### src/hdl/assert_macros.svh
// Assertion macros used by the top-level RTL file of the comment and string blanker.
`ifndef ASSERT_MACROS_SVH
`define ASSERT_MACROS_SVH

// Clocked check, masked while reset is asserted.
`define CSB_ASSERT(lbl, prop, msg) \
  lbl: assert property (@(posedge clk) disable iff (!rst_n) (prop)) else $error(msg);

// Clocked check that also holds during reset.
`define CSB_ASSERT_ALWAYS(lbl, prop, msg) \
  lbl: assert property (@(posedge clk) (prop)) else $error(msg);

`endif

### src/hdl/csb_pkg.sv
// Package: types, character codes and helpers for the comment and string blanker.
`timescale 1ns / 1ps
package csb_pkg;

  // Lexer modes
  typedef enum logic [2:0] {
    MODE_PLAIN = 3'd0,
    MODE_LINE  = 3'd1,
    MODE_BLOCK = 3'd2,
    MODE_STR   = 3'd3,
    MODE_ESC   = 3'd4
  } lex_mode_t;

  // End-of-text status codes
  typedef enum logic [1:0] {
    ERR_OK    = 2'd0,
    ERR_BLOCK = 2'd1,
    ERR_STR   = 2'd2
  } err_code_t;

  // Configuration register indexes
  localparam logic CFG_BLANK_COMMENTS = 1'b0;
  localparam logic CFG_BLANK_STRINGS  = 1'b1;

  // Character codes
  localparam logic [7:0] CHAR_TAB    = 8'h09;
  localparam logic [7:0] CHAR_LF     = 8'h0A;
  localparam logic [7:0] CHAR_CR     = 8'h0D;
  localparam logic [7:0] CHAR_SPACE  = 8'h20;
  localparam logic [7:0] CHAR_QUOTE  = 8'h22;
  localparam logic [7:0] CHAR_STAR   = 8'h2A;
  localparam logic [7:0] CHAR_SLASH  = 8'h2F;
  localparam logic [7:0] CHAR_BSLASH = 8'h5C;

  // Result queue depth: one waiting result plus a full pair
  localparam int QUEUE_DEPTH = 3;

  typedef struct packed {
    logic blank_comments;
    logic blank_strings;
  } cfg_t;

  typedef struct packed {
    logic [7:0] out_char;
    logic       run_last;
    logic       text_done;
    err_code_t  error_code;
  } res_t;

  // Results produced by one input item
  typedef struct packed {
    logic [1:0] count;
    res_t       first;
    res_t       second;
  } lex_out_t;

  // Whitespace: space, or TAB through CR
  function automatic logic is_ws(input logic [7:0] c);
    return (c == CHAR_SPACE) || ((c >= CHAR_TAB) && (c <= CHAR_CR));
  endfunction

endpackage

### src/hdl/csb_lexer.sv
// Lexer state registers and per-item result decode for the blanker.
`timescale 1ns / 1ps
module csb_lexer (
  input  logic              clk,
  input  logic              rst_n,
  input  logic              step,
  input  logic [7:0]        in_char,
  input  logic              end_of_text,
  input  csb_pkg::cfg_t     cfg,
  output csb_pkg::lex_out_t lex_out
);
  import csb_pkg::*;

  lex_mode_t  mode_r, mode_nxt;
  logic       held_r, held_nxt;
  logic       star_r, star_nxt;
  logic [7:0] c;
  logic [7:0] ch0, ch1;
  logic [1:0] n;
  err_code_t  err;

  // Next state and result characters
  always_comb begin
    c        = (in_char == CHAR_CR) ? CHAR_SPACE : in_char;
    mode_nxt = mode_r;
    held_nxt = held_r;
    star_nxt = star_r;
    ch0      = c;
    ch1      = c;
    n        = 2'd1;
    err      = ERR_OK;
    unique case (mode_r)
      MODE_LINE: begin
        if (c == CHAR_LF) begin
          mode_nxt = MODE_PLAIN;
        end else if (cfg.blank_comments) begin
          ch0 = CHAR_SPACE;
        end
      end
      MODE_BLOCK: begin
        // the star of the opener never counts as a closing candidate
        if (star_r && (c == CHAR_SLASH)) begin
          mode_nxt = MODE_PLAIN;
          star_nxt = 1'b0;
        end else begin
          star_nxt = (c == CHAR_STAR);
        end
        if (cfg.blank_comments && !is_ws(c)) ch0 = CHAR_SPACE;
      end
      MODE_STR: begin
        if (c == CHAR_QUOTE) begin
          mode_nxt = MODE_PLAIN;
        end else begin
          if (c == CHAR_BSLASH) mode_nxt = MODE_ESC;
          if (cfg.blank_strings) ch0 = CHAR_SPACE;
        end
      end
      MODE_ESC: begin
        mode_nxt = MODE_STR;
        if (cfg.blank_strings) ch0 = CHAR_SPACE;
      end
      default: begin
        mode_nxt = MODE_PLAIN;
        if (held_r) begin
          held_nxt = 1'b0;
          n        = 2'd2;
          if ((c == CHAR_SLASH) || (c == CHAR_STAR)) begin
            mode_nxt = (c == CHAR_SLASH) ? MODE_LINE : MODE_BLOCK;
            star_nxt = 1'b0;
            ch0      = cfg.blank_comments ? CHAR_SPACE : CHAR_SLASH;
            ch1      = cfg.blank_comments ? CHAR_SPACE : c;
          end else begin
            ch0 = CHAR_SLASH;
            if (c == CHAR_QUOTE) mode_nxt = MODE_STR;
          end
        end else if (c == CHAR_QUOTE) begin
          mode_nxt = MODE_STR;
        end else if (c == CHAR_SLASH) begin
          held_nxt = 1'b1;
          n        = 2'd0;
        end
      end
    endcase

    // end of text: release a held slash, report open constructs, restart
    if (end_of_text) begin
      if (held_nxt) begin
        ch0 = CHAR_SLASH;
        n   = 2'd1;
      end
      if (mode_nxt == MODE_BLOCK) begin
        err = ERR_BLOCK;
      end else if ((mode_nxt == MODE_STR) || (mode_nxt == MODE_ESC)) begin
        err = ERR_STR;
      end
      mode_nxt = MODE_PLAIN;
      held_nxt = 1'b0;
      star_nxt = 1'b0;
    end
  end

  // Result records; flags go on the last one
  always_comb begin
    lex_out.count             = n;
    lex_out.first.out_char    = ch0;
    lex_out.first.run_last    = (n == 2'd1);
    lex_out.first.text_done   = (n == 2'd1) && end_of_text;
    lex_out.first.error_code  = ((n == 2'd1) && end_of_text) ? err : ERR_OK;
    lex_out.second.out_char   = ch1;
    lex_out.second.run_last   = 1'b1;
    lex_out.second.text_done  = end_of_text;
    lex_out.second.error_code = end_of_text ? err : ERR_OK;
  end

  // State registers
  always_ff @(posedge clk) begin
    if (!rst_n) begin
      mode_r <= MODE_PLAIN;
      held_r <= 1'b0;
      star_r <= 1'b0;
    end else if (step) begin
      mode_r <= mode_nxt;
      held_r <= held_nxt;
      star_r <= star_nxt;
    end
  end

endmodule

### src/hdl/comment_string_blanker.sv
// Top level: streaming C-style comment and string blanker.
//
//  port group | dir | payload                                   | handshake
//  in_        | in  | tdata[7:0] char, tlast end of text         | tvalid/tready
//  out_       | out | tdata[7:0] char, tlast run last, tuser     | tvalid/tready
//  cfg_       | in  | addr selects register, wdata[0] value      | we only
//
// One item is accepted per cycle while the result queue holds at most one entry.
// Each item yields zero, one or two results, registered into the queue; a result pair
// drains one result at a time through the single out_ port, which sets the rate for pairs.
// Reset (rst_n low, synchronous) empties the queue and returns the lexer to
// plain text with blank_comments set and blank_strings clear.
// out_tready low fills the three-entry queue; in_tready drops once two results wait.
`timescale 1ns / 1ps
module comment_string_blanker (
  input  logic       clk,
  input  logic       rst_n,
  input  logic       in_tvalid,
  output logic       in_tready,
  input  logic [7:0] in_tdata,   // [7:0] in_char
  input  logic       in_tlast,   // end_of_text
  output logic       out_tvalid,
  input  logic       out_tready,
  output logic [7:0] out_tdata,  // [7:0] out_char
  output logic       out_tlast,  // run_last
  output logic [2:0] out_tuser,  // [0] text_done, [2:1] error_code
  input  logic       cfg_we,
  input  logic       cfg_addr,
  input  logic       cfg_wdata
);
  import csb_pkg::*;
  `include "assert_macros.svh"

  cfg_t       cfg_r;
  lex_out_t   lex_out;
  res_t       q_r   [QUEUE_DEPTH];
  res_t       q_nxt [QUEUE_DEPTH];
  logic [1:0] q_cnt_r, q_cnt_nxt;
  logic [1:0] base;
  logic       push, pop;

  assign push = in_tvalid && in_tready;
  assign pop  = out_tvalid && out_tready;

  // Configuration registers
  always_ff @(posedge clk) begin
    if (!rst_n) begin
      cfg_r.blank_comments <= 1'b1;
      cfg_r.blank_strings  <= 1'b0;
    end else if (cfg_we) begin
      unique case (cfg_addr)
        CFG_BLANK_COMMENTS: cfg_r.blank_comments <= cfg_wdata;
        CFG_BLANK_STRINGS:  cfg_r.blank_strings  <= cfg_wdata;
        default: ;
      endcase
    end
  end

  csb_lexer u_lexer (
    .clk         (clk),
    .rst_n       (rst_n),
    .step        (push),
    .in_char     (in_tdata),
    .end_of_text (in_tlast),
    .cfg         (cfg_r),
    .lex_out     (lex_out)
  );

  // Result queue: head at slot 0, shifts down on each pop
  assign in_tready = (q_cnt_r < 2'd2);
  assign base      = q_cnt_r - {1'b0, pop};

  always_comb begin
    for (int i = 0; i < QUEUE_DEPTH; i++) begin
      q_nxt[i] = q_r[i];
    end
    for (int i = 0; i < QUEUE_DEPTH - 1; i++) begin
      if (pop) q_nxt[i] = q_r[i + 1];
    end
    for (int i = 0; i < QUEUE_DEPTH; i++) begin
      if (push && (lex_out.count != 2'd0) && (2'(i) == base)) begin
        q_nxt[i] = lex_out.first;
      end
      if (push && (lex_out.count == 2'd2) && (2'(i) == base + 2'd1)) begin
        q_nxt[i] = lex_out.second;
      end
    end
    q_cnt_nxt = base + (push ? lex_out.count : 2'd0);
  end

  always_ff @(posedge clk) begin
    if (!rst_n) begin
      q_cnt_r <= 2'd0;
    end else begin
      q_cnt_r <= q_cnt_nxt;
    end
  end

  always_ff @(posedge clk) begin
    for (int i = 0; i < QUEUE_DEPTH; i++) begin
      q_r[i] <= q_nxt[i];
    end
  end

  // Output drive from the queue head
  assign out_tvalid = (q_cnt_r != 2'd0);
  assign out_tdata  = q_r[0].out_char;
  assign out_tlast  = q_r[0].run_last;
  assign out_tuser  = {q_r[0].error_code, q_r[0].text_done};

  // Checks
  `CSB_ASSERT(a_done_is_last, (out_tvalid && out_tuser[0]) |-> out_tlast, "text_done without run_last")
  `CSB_ASSERT(a_err_with_done, (out_tvalid && (out_tuser[2:1] != 2'd0)) |-> out_tuser[0], "error code outside text end")
  `CSB_ASSERT(a_eot_gives_result, (push && in_tlast) |-> (lex_out.count != 2'd0), "end of text produced no result")
  `CSB_ASSERT_ALWAYS(a_reset_empty, !rst_n |=> (q_cnt_r == 2'd0), "queue not empty after reset")

endmodule

### config.mk
export PLATFORM = sky130hd
export DESIGN_NAME = comment_string_blanker
export DESIGN_NICKNAME = d
export VERILOG_FILES = /design/src/hdl/csb_pkg.sv /design/src/hdl/csb_lexer.sv /design/src/hdl/comment_string_blanker.sv
export VERILOG_INCLUDE_DIRS = /design/src /design/src/hdl
export SDC_FILE = /design/constraint.sdc
export NUM_CORES = 1
export LEC_CHECK = 0
export BUFFER_PORTS_ARGS = -buffer_cell sky130_fd_sc_hd__buf_4
export CORE_AREA = 2 2 70 105
export CTS_CLUSTER_DIAMETER = 40
export DETAILED_ROUTE_END_ITERATION = 8
export DIE_AREA = 0 0 72 107
export GPL_TIMING_DRIVEN = 0
export PLACE_DENSITY = 0.69
export SYNTH_ARGS = -nofsm -noshare
export SYNTH_HDL_FRONTEND = slang
export SYNTH_SLANG_ARGS = --single-unit
### constraint.sdc
create_clock -name clk -period 3.34 [get_ports clk]
set_input_delay 0.668 -clock clk [delete_from_list [all_inputs] [get_ports clk]]
set_output_delay 0.668 -clock clk [all_outputs]
set_load 0.005 [all_outputs]
* Yosys cells after proc, flatten, opt, wreduce, memory -nomap -nowiden
Memory sizes are Yosys's and may differ from the RTL's.
Cells that the tools add are included.
** Cells by class
- Equal/unequal tests :: 21
- Bitwise gates (word level) :: 1
- Muxes and demuxes :: 55
- Reductions and logical operators :: 29
- Add/sub/neg operators :: 3
- $lt $le $gt $ge :: 3
** Operators with widths (count)
- 8-bit two-way mux :: 13
- 12-bit two-way mux :: 8
- 8-bit by 6-bit equality test with 1-bit output, second input constant :: 4
- 8-bit one-hot mux with 4 select lines :: 1
- 2-bit two-way mux :: 13
- 3-bit two-way mux :: 7
- 8-bit by 4-bit equality test with 1-bit output, second input constant :: 2
- 1-bit logical AND :: 14
- 3-bit by 2-bit equality test with 1-bit output, second input constant :: 4
- 3-bit one-hot mux with 4 select lines :: 1
- 1-bit two-way mux :: 10
- 8-bit by 7-bit equality test with 1-bit output, second input constant :: 1
- 8-bit by 4-bit >= comparator with 1-bit output, second input constant :: 1
- 8-bit by 4-bit <= comparator with 1-bit output, second input constant :: 1
- 3-bit equality test, second input constant :: 2
- 3-bit nonzero test :: 2
- 1-bit by 2-bit equality test with 1-bit output, first input constant :: 2
- 2-bit equality test, first input constant :: 2
- 2-bit zero test :: 2
- 4-bit two-way mux :: 1
- 2-bit AND reduction :: 2
- 4-bit AND reduction :: 1
- 2-bit nonzero test :: 2
- 4-bit OR reduction :: 1
- 13 further kinds :: 15
** Word-level totals
- Word-level logic and storage cells :: 119
- Bits of input ports :: 16
- Memories :: 1
- Output and inout bits :: 14
- Bits in writable memories :: 36
- Register bits :: 9
** Memories
- q_r :: words 3, width 12, rd ports 3, clocked after memory_dff 0, write ports 3, line comment_string_blanker.sv:36 : res_t q_r [QUEUE_DEPTH];

* Longest topological paths before layout
Gate-level depths: netlist (run 1).
- Word-level depth :: 15
- Gate-level depth with buffers :: 12
- Gate-level depth less buffers :: 11

* Modules after synthesis
From an unflattened synthesis (run 1), not the netlist that was laid out.
** Unflattened totals
- Cell total of the unflattened synthesis :: 383
- Area total of the unflattened synthesis :: 3457.1 um^2
** By module, submodules not included
- comment_string_blanker :: seq. area each 1161.1 um^2, area an instance 2436.1 um^2, cells an instance 235, times used 1
- csb_lexer :: seq. area each 100.1 um^2, area an instance 1021.0 um^2, cells an instance 148, times used 1

* Least setup slack after synthesis (run 1)
No wires, ideal clock.
- Path kind :: in2reg
- Start :: in out_tready
- End :: mem q_r[0][0] (netlist name), enable pin
- Path buffers :: 1
- Path slack :: 729 ps
- Data arrival time :: 2266 ps
- Library setup time :: 345 ps
- Stages on the path :: 9
- Data required time :: 2995 ps
- Cells stage by stage :: nand2_1 > inv_1 > ha_1 > clkbuf_1 > nor2_1 > nand2_1 > nor2_1 > nor2_2 > nand2_1
** RTL lines
- start: declaration :: line comment_string_blanker.sv:23 : input logic out_tready,
- end: declaration :: line comment_string_blanker.sv:36

==> out/results.ini, run 1 <==
[global_route]
antenna_found_initial=0
grt-ovfl-total=0
grt_max_degree=16
first_global_vias=2521
track_usage_pct=19.4
grt_first_pass_wirelength_um=11800

[sta]
clock_skew_ps=8.78
setup-violations-final=0
period_needed_ps=3090
final_critical_path_setup_slack_ps=253
rsz0062_at_grt=yes
max_freq_mhz=324
slew_headroom_pct=55.2
tightest_slew_ps=671
period_share_pct=92.4
hold_violations=0
hold_ws_ps=512
slew_violations=0
final.setup.tns_ps=0

[clock_network]
cts_buffers=5
path_clk_slew_ps=100
cts_sinks=45
cts_tree=yes
post-cts-setup-buffer-count=0
clockBufferDepth=2
clockRootBuffer=clkbuf_8
cts_max_level=2
insertion_delay_ps=300

[synth]
ys.flop_type=edfxtp_1
syn_nets=356
synthCells=338
avgSynthCellArea_um2=8.71
netlist_area_mm2=0.00294
synth_top_area_share_pct=33.7
yosysUniqueCellTypes=61
yosysWarnings=0
synth_most_common_cell=nand2_1
ys_seq_area_share_pct=41.8
synth-seq-cells=45
synth_area_leaders=edfxtp_1 (34%), dfxtp_1 (8.2%), nand2_1 (5.2%), o21ai_0 (4.6%), nor2_1 (4.3%)
async_flop_share_pct=0
synthTopCellsByCount=nand2_1 (41), nor2_1 (34), edfxtp_1 (33)
synth_edf_count=33
yosysTopAreaCell=edfxtp_1

[floorplanning]
initial_core_util_pct=43.2
die-area_mm2=0.00770
io_pins=30
die_y_um=107
fp-row-count=37
fp.coreArea_mm2=0.00681
die_w_um=72

[power]
ir_worst_vdd_uv=241
netSwitchingFraction_pct=34.3
combPwrFrac_pct=41.1
internal_power_uw=1390
p_leak_uw=0.00130
power_uw=2120
power_frac_clock_pct=16.6
power_switching_uw=728
pwr-share-seq_pct=42.3
power-per-cell-area_mw_per_mm2=636

[outcome]
status=finished, final reports clean

[cells_and_area]
final_layout_size_suffix_gt1_share_pct=18.5
design_area_mm2=0.00333
area_growth_pct=13.3
antennaDiodeCount=0
fillers=656
layout.nets=390

[critical_path]
cp_slowest_cell=nor2_1
worst-setup-path-type=register to register
cp_num_buf_inv=3
cpPeakStageDelay_ps=520
worstPathCellList=inv_1 -> nand2_1 -> nand2_1 -> inv_1 -> ha_1 -> clkbuf_1 -> nor2_1 -> nand2_1 -> nor2_1 -> nor2_1 -> nand2_1
arrival_ps=3020
worstSetupEndpointType=register
cp_top_family=simple AND/OR/NAND/NOR gates
crit_required_ps=3270
cpMostUsedCell=nand2_1
cp-start-kind=register
worstPathMaxFanout=11

[detailed_routing]
drc=0
vias_per_cell=5.93
drt-initial-drc-count=204
first_pass_iters=5
vias=2676
drtAntennaViolNets=0
wirelength_um=7410
post_drt_wl_per_cell_um=16.4

[placed_design]
place_ws_ps=-48.8
place_hpwl_um=5850
gp_congestion=0.935
port_buffers=27
dpl_cell_area_mm2=0.00324

[job]
maxCapViolations=0

[min_path]
hold_path_class=register to register

[sequential cells by signal (all words and copies together), names as in the netlist]
register and flops:
q_r 36, u_lexer.mode_r 3, cfg_r 2, q_cnt_r 2, u_lexer.held_r 1, u_lexer.star_r 1
[logic make-up (layout without fill, tap and decap cells)]
| kind of cell | after synthesis | in the layout | share of synthesized area (%) |
|---|---|---|---|
| compound gates | 95 | 95 | 20.9 |
| xor+xnor | 3 | 3 | 0.893 |
| fa+ha+maj | 2 | 2 | 0.850 |
| buf+inv | 43 | 78 | 7.65 |
| flops | 45 | 45 | 41.8 |
| mux | 1 | 1 | 0.340 |
| simple gates | 149 | 149 | 27.6 |
[worst paths after layout]
path	from	endpoint	slack (ps)	cells after the start
setup / recovery	q_cnt_r[1]	q_r[0][17]	250	11
hold / removal	q_r[0][3]	q_r[0][3]	510	2
setup reg to reg	q_cnt_r[1]	q_r[0][17]	250	11
hold reg to reg	q_r[0][3]	q_r[0][3]	510	2
[cell usage in the layout (no fill, tap or decap), types with 3 or more instances in the layout]
cell	netlist	layout
a211oi_1	3	3
nand4_1	6	6
o22ai_1	7	7
nor4_1	3	3
a21boi_0	3	3
clkbuf_1	13	13
a31oi_1	5	5
a21oi_1	17	17
clkbuf_8	0	5
edfxtp_1	33	33
nor2_1	34	34
buf_4	11	38
a22oi_1	6	6
and3_1	7	7
inv_1	11	11
nor2b_1	8	8
a221oi_1	5	5
dfxtp_1	12	12
nand3_1	10	10
nor3_1	9	9
or2_2	3	3
buf_2	6	6
a22o_1	3	3
nand2_1	41	41
o21ai_0	27	27
nand2b_1	7	7
[worst reg2reg max path, delay by kind of cell, from the launching register on]
family / cells / cell delay [ps]
fa+ha+maj: 1 / 160
buf+inv: 3 / 540
flops: 1 / 370
simple gates: 7 / 1660
[metrics by stage]
step           cells  util (%)
4_1_cts          451      49.0
6_report         451      49.0
2_1_floorplan    338         -
3_5_place_dp     443      47.7
5_1_grt          451      49.0
3_3_place_gp     443      47.7
[per-layer routing]
layer | track usage [%] | up-vias | wire, um
met5 | 0 | - | 0
met4 | 9.57 | 0 | 310
met3 | 2.07 | 24 | 278
met2 | 37.2 | 88 | 4050
met1 | 20.3 | 1259 | 2770
li1 | - | 1305 | -
[area by class of cell]
class / count / area (um^2) / area share [%]
Multi-Input combinational cell: 250 / 1490 / 44.6
Timing Repair Buffer: 27 / 203 / 6.08
Inverter: 11 / 41.3 / 1.24
Clock buffer: 5 / 68.8 / 2.06
Tap cell: 78 / 97.6 / 2.93
Clock inverter: 3 / 21.3 / 0.638
Buffer: 32 / 184 / 5.52
Sequential cell: 45 / 1230 / 36.9
[power by group through the flow]
stage | Clock, uW | Combinational [uW] | Sequential, uW
floorplan | 0 | 587 | 897
global placement | 0 | 847 | 903
detailed placement | 0 | 876 | 913
CTS | 358 | 879 | 900
global route | 379 | 971 | 913
finish | 352 | 871 | 897
[what timing repair did]
| item | CTS | global route |
|---|---|---|
| endpoints found under the setup margin | 0 | 22 |
| gates resized for setup | 0 | 0 |
| hold buffers | 0 | 0 |
Power figures use the tool's default switching activity.
==> run 2, diff against run 1 <==
Settings changed: CORE_AREA 2 2 70 105 to 2 2 84 127, DIE_AREA 0 0 72 107 to 0 0 86 129, PLACE_DENSITY 0.69 to 0.53, SLEW_MARGIN from default to 20.
==> out/results.ini, run 2 (same netlist as run 1, synthesis figures left out) <==
[min_path]
hold_path_class=register to register

[placed_design]
dpl_cell_area_mm2=0.00329  ; +1.5%
place_ws_ps=-96.1  ; -47.3 ps
port_buffers=27  ; unchanged
place_hpwl_um=6160  ; +5.4%
gp_congestion=0.819  ; -12%

[global_route]
grt_max_degree=15  ; -1
first_global_vias=2500  ; -0.83%
grt-ovfl-total=0  ; unchanged
track_usage_pct=14.1  ; -5.3 points
grt_first_pass_wirelength_um=12200  ; +3.6%
antenna_found_initial=0  ; unchanged

[cells_and_area]
design_area_mm2=0.00346  ; +3.8%
top_regs=q_r (36), u_lexer.mode_r (3)
largest_reg_flops=36  ; unchanged
final_layout_size_suffix_gt1_share_pct=18.8  ; +0.27 points
layout_common_cells=nand2_1 (41), buf_4 (38), edfxtp_1 (33)
top_register=q_r
area_growth_pct=17.6
fillers=1046  ; +59%
antennaDiodeCount=0  ; unchanged
layout.nets=390  ; unchanged
final_common_cell=nand2_1

[floorplanning]
io_pins=30  ; unchanged
fp-row-count=45  ; +22%
die_w_um=86  ; +19%
fp.coreArea_mm2=0.00997  ; +46%
initial_core_util_pct=29.5  ; -14 points
die-area_mm2=0.0111  ; +44%
die_y_um=129  ; +21%

[clock_network]
holdBufCountCts=0  ; unchanged
cts_max_level=2  ; unchanged
clockRootBuffer=clkbuf_16
cts_resized=0  ; unchanged
cts_sinks=45  ; unchanged
clockBufferDepth=2  ; unchanged
post-cts-setup-buffer-count=0  ; unchanged
insertion_delay_ps=280  ; -20 ps
path_clk_slew_ps=60  ; -40 ps
cts_buffers=5  ; unchanged
cts_tree=yes

[sta]
max_freq_mhz=340  ; +5.0%
slew_violations=0  ; unchanged
tightest_slew_ps=597  ; -73.3 ps
hold_ws_ps=481  ; -31.4 ps
clock_skew_ps=3.27  ; -5.51 ps
final.setup.tns_ps=0  ; unchanged
period_share_pct=88.0  ; -4.4 points
period_needed_ps=2940  ; -147 ps
hold_violations=0  ; unchanged
final_critical_path_setup_slack_ps=401  ; +147 ps
setup-violations-final=0  ; unchanged
slew_headroom_pct=60.1  ; +4.9 points
rsz0062_at_grt=no

[critical_path]
cp-start-kind=input pin
reg2reg_slack_ps=410  ; +160 ps
worst-setup-path-type=input pin to register
worstSetupEndpointType=register
arrival_ps=2870  ; -150 ps
crit_required_ps=3270  ; about the same
worstPathMaxFanout=11  ; unchanged

[outcome]
status=finished, final reports clean

[detailed_routing]
vias=2558  ; -4.4%
first_pass_iters=5  ; unchanged
drc=0  ; unchanged
drtAntennaViolNets=0  ; unchanged
vias_per_cell=5.22  ; -12%
wirelength_um=7670  ; +3.5%
post_drt_wl_per_cell_um=15.7  ; -4.7%
drt-initial-drc-count=149  ; -27%

[power]
power_uw=2330  ; +9.9%
power-per-cell-area_mw_per_mm2=673  ; +5.8%
p_leak_uw=0.00134  ; +2.8%
ir_worst_vdd_uv=252  ; +4.7%

[job]
maxCapViolations=0  ; unchanged

## run 2: worst paths after layout
| path | from | endpoint | cells past startpoint |
|---|---|---|---|
| setup / recovery | out_tready | q_r[0][4] | 10 |
| hold / removal | q_r[0][27] | q_r[0][27] | 2 |
| setup reg to reg | q_cnt_r[1] | q_r[0][4] | 11 |
| hold reg to reg | q_r[0][27] | q_r[0][27] | 2 |
## run 2: worst max-delay path, cell delays in order
cell	delay (ps)
buf_4	110
nand2_1	150
inv_1	110
ha_1	280
clkbuf_1	300
nor2_1	160
and3_1	220
buf_2	170
nor2_2	310
nand2_1	380
## run 2: routing by layer
metal / wire, um / track usage (%) / part of all wire [%] / up-vias
met3: 258 / 1.60 / 3.4 / 14
li1: - / - / - / 1308
met2: 4390 / 27.8 / 57 / 63
met5: 0 / 0 / 0 / -
met4: 253 / 7.66 / 3.3 / 0
met1: 2770 / 14.1 / 36 / 1173
## run 2: metrics by stage
stage / cells / utilization [%]
2_1_floorplan: 338 / -
3_3_place_gp: 482 / 33.0
3_5_place_dp: 482 / 33.0
4_1_cts: 490 / 34.7
5_1_grt: 490 / 34.7
6_report: 490 / 34.7
## run 2: cell type report
class / count / area [um^2] / share of cell area (%)
Tap cell: 117 / 146 / 4.23
Timing Repair Buffer: 27 / 203 / 5.86
Clock inverter: 2 / 35.0 / 1.01
Multi-Input combinational cell: 250 / 1490 / 43.1
Sequential cell: 45 / 1230 / 35.6
Clock buffer: 6 / 129 / 3.72
Inverter: 11 / 41.3 / 1.19
Buffer: 32 / 184 / 5.31
## run 2: power by group
part	total, uW	internal [uW]	switching, uW
logic	877	395	482
clock network	557	352	205
registers	895	851	44.1
total	2330	1600	731
